==> config.mk <==
export PLATFORM = sky130hd
export DESIGN_NAME = double_to_half_convert_core
export DESIGN_NICKNAME = d
export VERILOG_FILES = /design/src/design/d2h_pkg.sv /design/src/design/d2h_classify.sv /design/src/design/double_to_half_convert_core.sv
export SDC_FILE = /design/constraint.sdc
export NUM_CORES = 1
export LEC_CHECK = 0
export BUFFER_PORTS_ARGS = -buffer_cell sky130_fd_sc_hd__buf_2
export CAP_MARGIN = 20
export CELL_PAD_IN_SITES_DETAIL_PLACEMENT = 1
export CELL_PAD_IN_SITES_GLOBAL_PLACEMENT = 2
export CORE_MARGIN = 2
export CORE_UTILIZATION = 40
export DETAILED_ROUTE_END_ITERATION = 16
export PLACE_DENSITY = 0.93
export SLEW_MARGIN = 15
export SYNTH_ARGS = -nofsm -noshare
export SYNTH_HDL_FRONTEND = slang
export SYNTH_SLANG_ARGS = --single-unit
==> constraint.sdc <==
create_clock -name clock -period 7.9 [get_ports clock]
set_input_delay 1.185 -clock clock [delete_from_list [all_inputs] [get_ports clock]]
set_output_delay 1.185 -clock clock [all_outputs]
set_load 0.1 [all_outputs]
==> src/design/d2h_pkg.sv <==
// ----------------------------------------------------------------------------
// d2h_pkg
// Shared types and constants for the double to half converter.
// ----------------------------------------------------------------------------
package d2h_pkg;

   localparam logic [15:0] HALF_POS_INF = 16'h7c00;
   localparam logic [15:0] HALF_NEG_INF = 16'hfc00;
   localparam logic [15:0] HALF_NAN     = 16'h7c80;
   localparam logic [10:0] EXP_BIAS_GAP = 11'd896;  // 1023 - 127
   localparam logic [7:0]  REBIAS       = 8'h70;

   // Result class decided in the first stage
   typedef enum logic [1:0] {
      CLS_NORMAL = 2'd0,
      CLS_FIXED  = 2'd1
   } class_type;

   // Stage 1 -> stage 2 payload
   typedef struct packed {
      class_type   cls;
      logic [15:0] fixed_val;
      logic        sign;
      logic [7:0]  e32;
      logic [22:0] m32;
      logic        round_up;
   } s1_type;

   // Stage 2 -> stage 3 payload
   typedef struct packed {
      class_type   cls;
      logic [15:0] fixed_val;
      logic        sign;
      logic [7:0]  e32;
      logic [22:0] m32;
   } s2_type;

endpackage

==> src/design/d2h_classify.sv <==
// ----------------------------------------------------------------------------
// d2h_classify
// Sorts a binary64 pattern into special results or a value to be rounded.
// ----------------------------------------------------------------------------
module d2h_classify
   import d2h_pkg::*;
(
   input  logic [63:0] double_bits,
   output s1_type      s1
);

   logic        sgn;
   logic [10:0] e64;
   logic [51:0] frac;
   logic        is_nan;
   logic        is_big;
   logic        is_tiny;
   logic [28:0] rem;
   logic [22:0] m;

   assign sgn  = double_bits[63];
   assign e64  = double_bits[62:52];
   assign frac = double_bits[51:0];
   assign m    = frac[51:29];
   assign rem  = frac[28:0];

   // 65504 = 1.1111111111b * 2^15: above it if exp > 15, or exp 15 with more bits
   assign is_nan = (e64 == 11'h7ff) && (frac != 52'd0);
   assign is_big = (e64 > 11'd1038) ||
                   ((e64 == 11'd1038) && (frac > {10'h3ff, 42'd0}));
   // 0.000000059604645 lies just above 2^-24: exp 999, frac 0x102f4fd
   assign is_tiny = (e64 < 11'd999) ||
                    ((e64 == 11'd999) && (frac < 52'h000000102f4fd));

   always_comb begin
      s1.sign      = sgn;
      s1.m32       = m;
      s1.e32       = (e64 >= EXP_BIAS_GAP) ? 8'(e64 - EXP_BIAS_GAP) : 8'd0;
      s1.round_up  = (rem > 29'h1000_0000) || ((rem == 29'h1000_0000) && m[0]);
      s1.cls       = CLS_FIXED;
      s1.fixed_val = 16'h0000;
      priority if (is_nan) begin
         s1.fixed_val = HALF_NAN;
      end else if (is_big) begin
         s1.fixed_val = sgn ? HALF_NEG_INF : HALF_POS_INF;
      end else if (is_tiny) begin
         s1.fixed_val = 16'h0000;
      end else begin
         s1.cls = CLS_NORMAL;
      end
   end

endmodule

==> src/design/double_to_half_convert_core.sv <==
// ----------------------------------------------------------------------------
// double_to_half_convert_core
// Streams binary64 patterns in, binary16 patterns out, three register stages.
// ----------------------------------------------------------------------------
// channel | direction | tdata fields (low bit up)
// req     | in        | double_bits[63:0]
// rsp     | out       | half_bits[15:0]
//
// One request per cycle while rsp is not stalled; the result passes through three
// register stages (stage 1, stage 2, stage 3) before it is offered on rsp.
// Stage 1 classifies and decides rounding, stage 2 rounds to single,
// stage 3 passes fixed results, rebiases or shifts into the half subnormal range.
// Synchronous reset clears the stage valid bits only.
// A stall on rsp freezes a stage holding data only when every later stage holds data; bubbles are filled.
module double_to_half_convert_core
   import d2h_pkg::*;
(
   input  logic        clock,
   input  logic        reset,
   input  logic        req_tvalid,
   output logic        req_tready,
   input  logic [63:0] req_tdata,   // double_bits[63:0]
   output logic        rsp_tvalid,
   input  logic        rsp_tready,
   output logic [15:0] rsp_tdata    // half_bits[15:0]
);

   s1_type      s1_in, s1_ff;
   s2_type      s2_in, s2_ff;
   logic [15:0] s3_in, s3_ff;
   logic        v1_ff, v2_ff, v3_ff;
   logic        en1, en2, en3;
   logic [23:0] m_rnd;
   logic [7:0]  shift;
   logic [23:0] sig;

   // Stall chain: a stage moves when the next one can take its item
   assign en3 = !v3_ff || rsp_tready;
   assign en2 = !v2_ff || en3;
   assign en1 = !v1_ff || en2;
   assign req_tready = en1;

   d2h_classify u_classify (
      .double_bits (req_tdata),
      .s1          (s1_in)
   );

   // Stage 2: round to single precision
   always_comb begin
      m_rnd           = {1'b0, s1_ff.m32} + 24'(s1_ff.round_up);
      s2_in.cls       = s1_ff.cls;
      s2_in.fixed_val = s1_ff.fixed_val;
      s2_in.sign      = s1_ff.sign;
      s2_in.m32       = m_rnd[22:0];
      s2_in.e32       = m_rnd[23] ? s1_ff.e32 + 8'd1 : s1_ff.e32;
   end

   // Stage 3: rebias, or shift into the subnormal range
   always_comb begin
      sig   = {1'b1, s2_ff.m32};
      shift = 8'd126 - s2_ff.e32;
      unique case (s2_ff.cls)
         CLS_FIXED:  s3_in = s2_ff.fixed_val;
         CLS_NORMAL: begin
            if (s2_ff.e32 > REBIAS) begin
               s3_in = {s2_ff.sign, 5'(s2_ff.e32 - REBIAS), s2_ff.m32[22:13]};
            end else if (shift < 8'd32) begin
               s3_in = {s2_ff.sign, 5'd0, 10'(sig >> shift[4:0])};
            end else begin
               s3_in = {s2_ff.sign, 15'd0};
            end
         end
         default:    s3_in = s2_ff.fixed_val;
      endcase
   end

   // Valid bits
   always_ff @(posedge clock) begin
      if (reset) begin
         v1_ff <= 1'b0;
         v2_ff <= 1'b0;
         v3_ff <= 1'b0;
      end else begin
         if (en1) v1_ff <= req_tvalid;
         if (en2) v2_ff <= v1_ff;
         if (en3) v3_ff <= v2_ff;
      end
   end

   // Payload
   always_ff @(posedge clock) begin
      if (en1) s1_ff <= s1_in;
      if (en2) s2_ff <= s2_in;
      if (en3) s3_ff <= s3_in;
   end

   assign rsp_tvalid = v3_ff;
   assign rsp_tdata  = s3_ff;

endmodule

==> metrics <==
status=finished, final reports clean; Worst Path Arrival=2.53 ns; PortBufs=85; core area=12600 um^2; r2r worst-path depth=8; final instance area=6050 um^2; commonest cells in the netlist=89 x edfxtp_1, 45 x nand2_1, 30 x nor2_1, 24 x xnor2_1, 18 x nand3_1; max incr delay on CP=0.51 ns; Top Ports=86; Avg Inst Size Synth=11.9 um^2; H-tree Lvls=3; critical path's slowest cell=buf_2; library cells used by synthesis=55; Post-CTS Setup Repair Bufs=0; Syn-to-layout area delta=18.4%; Post-Syn Instances=428; Via density=5.57; CTS sink cnt=92; number of synthesized flops with an enable pin=89; gr ovfl total=0; Vias=3842; Setup crit start kind=input port; CTS tree=yes; Chip Width=117 um; Wirelength per Cell=18.1 um; Site Rows=41; Pleak=2.34 nW; Placed Area=5740 um^2; CP endpoint kind=primary output; post-layout util=48.1%; Hold Path Class=reg2reg; # setup viols final=0; crit path max fanout=38; Seq/Total Area, Yosys=53.5%; pwr/cell area=202 nW/um^2; CP Class=in2out; area share of the largest cell type after synthesis=52.3%; net count after synthesis=502; Final Hold Vio Count=0; most instantiated library cell after synthesis=edfxtp_1; Hold Path Origin=s1_ff[48]; unrepaired setup endpoints after global routing=no; Final HPWL DP=9.51 mm; Worst Hold End=s2_ff[47]; global-route wire length before repair=20.0 mm; Primary FF master, synth=edfxtp_1; FMAX=0.269 GHz; antenna viol nets, final=0; die area=13700 um^2; clk_skew=0.00698 ns; root buffer cell=clkbuf_16; final worst-path cycle share=47.0%; CTS max path bufs=2; MaxCap Viol Count=0; Final nets=587; FF-to-FF Start=s2_ff[23]; DRC=0; clk slew on worst S/H paths=0.06 ns; R2R Path End=rsp_tdata[6]; max-slew violations=0; reg-to-reg setup timing slack=4.54 ns; Setup TNS Final=0 ns; Warnings, synthesis=0; Initial Utilization=40.7%; final wirelength=12.5 mm; Hold Path Stages=0; post-CTS resize count=0; drt first-iter violations=164; maximum VDD drop=0.0000892 V; crit path time final=3.71 ns; first-pass detailed-route iteration total=6; Yosys top cell by area=edfxtp_1; post-cts hold buffer count=0; Synth Register Bits=92; synthesized area=5110 um^2; ordered list of cells on the worst path=buf_2 > nor2b_1 > and2_1 > nand2_1 > buf_4 > buf_2; fraction of layout cells with a size suffix above 1=26.6%; Worst Tran Pin Value=1.07 ns; initial antenna violation count=0; asr flop ratio synth=0%; clk_lat worst skew=0.34 ns; Slew headroom=28.3%; Critical Path RT=6.71 ns; n_diodes=0; CTS Buf Count=9; Synth area leaders=edfxtp_1 52%, mux4_2 5.7%, xnor2_1 4.1%; total track usage=19.1%; GPL Wtd Cong=0.830; largest net degree at the start of global routing=39; Top cell by count, worst path=buf_2; vias in the first global route=4068; Die Y=117 um
==> cell families (layout without fill, tap and decap cells) <==
family,Yosys count,in the layout,synth area share [%]
AOI/OAI and AO/OA,53,53,7.24
and+or+nand+nor,175,175,17.8
xor gates and xnor gates,34,34,5.82
adders and majority gates,6,6,1.47
DFF,92,92,53.5
buffers and inverters,24,114,2.03
muxes,44,44,12.2
==> critical path: cells and delay by family <==
kind	cells	cell delay, ns
buf+inv	3	0.98
simple gates	3	0.35
==> worst max path at each step <==
stage	cells after the start	to	startpoint
floorplan	3	req_tready	rsp_tready
global placement	7	rsp_tdata[6]	s2_ff[23]
detailed placement	8	rsp_tdata[6]	s2_ff[23]
CTS	8	rsp_tdata[6]	s2_ff[23]
global route	6	req_tready	rsp_tready
finish	6	req_tready	rsp_tready
==> placed cells by master, fill, tap and decap left out, drive strengths merged, types with 2 or more instances in the layout <==
cell,n
o2111ai,2
clkinv,3
nor2,30
ha,6
xor2,10
a31oi,3
xnor2,24
nor2b,12
a221oi,5
buf,91
mux4,13
and3b,2
a21oi,6
and3,12
nor4,14
inv,8
a21boi,2
nand3,18
mux2,16
a211oi,5
mux2i,15
o31a,3
nand2,45
dfxtp,3
edfxtp,89
nor3,6
and2,4
nand3b,2
a22oi,2
o21ai,13
and4,7
clkbuf,11
nand4,16
==> where the power goes <==
part / total (mW) / switching, mW / internal [mW] / leakage (nW)
combinational: 0.202 / 0.122 / 0.0804 / 1.20
sequential: 0.591 / 0.0267 / 0.564 / 1.00
clock: 0.429 / 0.183 / 0.246 / 0.147
total: 1.22 / 0.332 / 0.891 / 2.34
==> registers in the layout, indices dropped and copies added, names as in the netlist <==
| signal | cells |
|---|---|
| v1_ff | 1 |
| rsp_tvalid | 1 |
| v2_ff | 1 |
| rsp_tdata | 16 |
| s1_ff | 37 |
| s2_ff | 36 |
==> through the flow <==
stage | setup slack [ns] | hold WS, ns | total power, mW | std cells
global placement | 3.78 | 0.406 | 0.793 | 670
finish | 4.19 | 0.427 | 1.22 | 690
CTS | 3.92 | 0.427 | 1.23 | 688
floorplan | 3.88 | 0.400 | 0.737 | 428
global route | 4.10 | 0.439 | 1.27 | 690
detailed placement | 3.94 | 0.412 | 0.801 | 672
==> layer usage <==
| metal | global-route usage (%) | vias up | part of all wire (%) |
|---|---|---|---|
| met5 | 0 | - | 0 |
| met4 | 7.45 | 0 | 1.7 |
| met3 | 2.68 | 15 | 4.6 |
| met2 | 34.4 | 126 | 51 |
| met1 | 23.2 | 1868 | 43 |
| li1 | - | 1833 | - |
==> area by class of cell <==
| type | instances | area, um^2 |
|---|---|---|
| Fill cell | 1379 | 6520 |
| Sequential cell | 92 | 2730 |
| Multi-Input combinational cell | 312 | 2280 |
| Timing Repair Buffer | 92 | 513 |
| Clock buffer | 10 | 229 |
| Tap cell | 172 | 215 |
| Clock inverter | 6 | 62.6 |
| Inverter | 6 | 22.5 |
(Power assumes the default switching activity.)
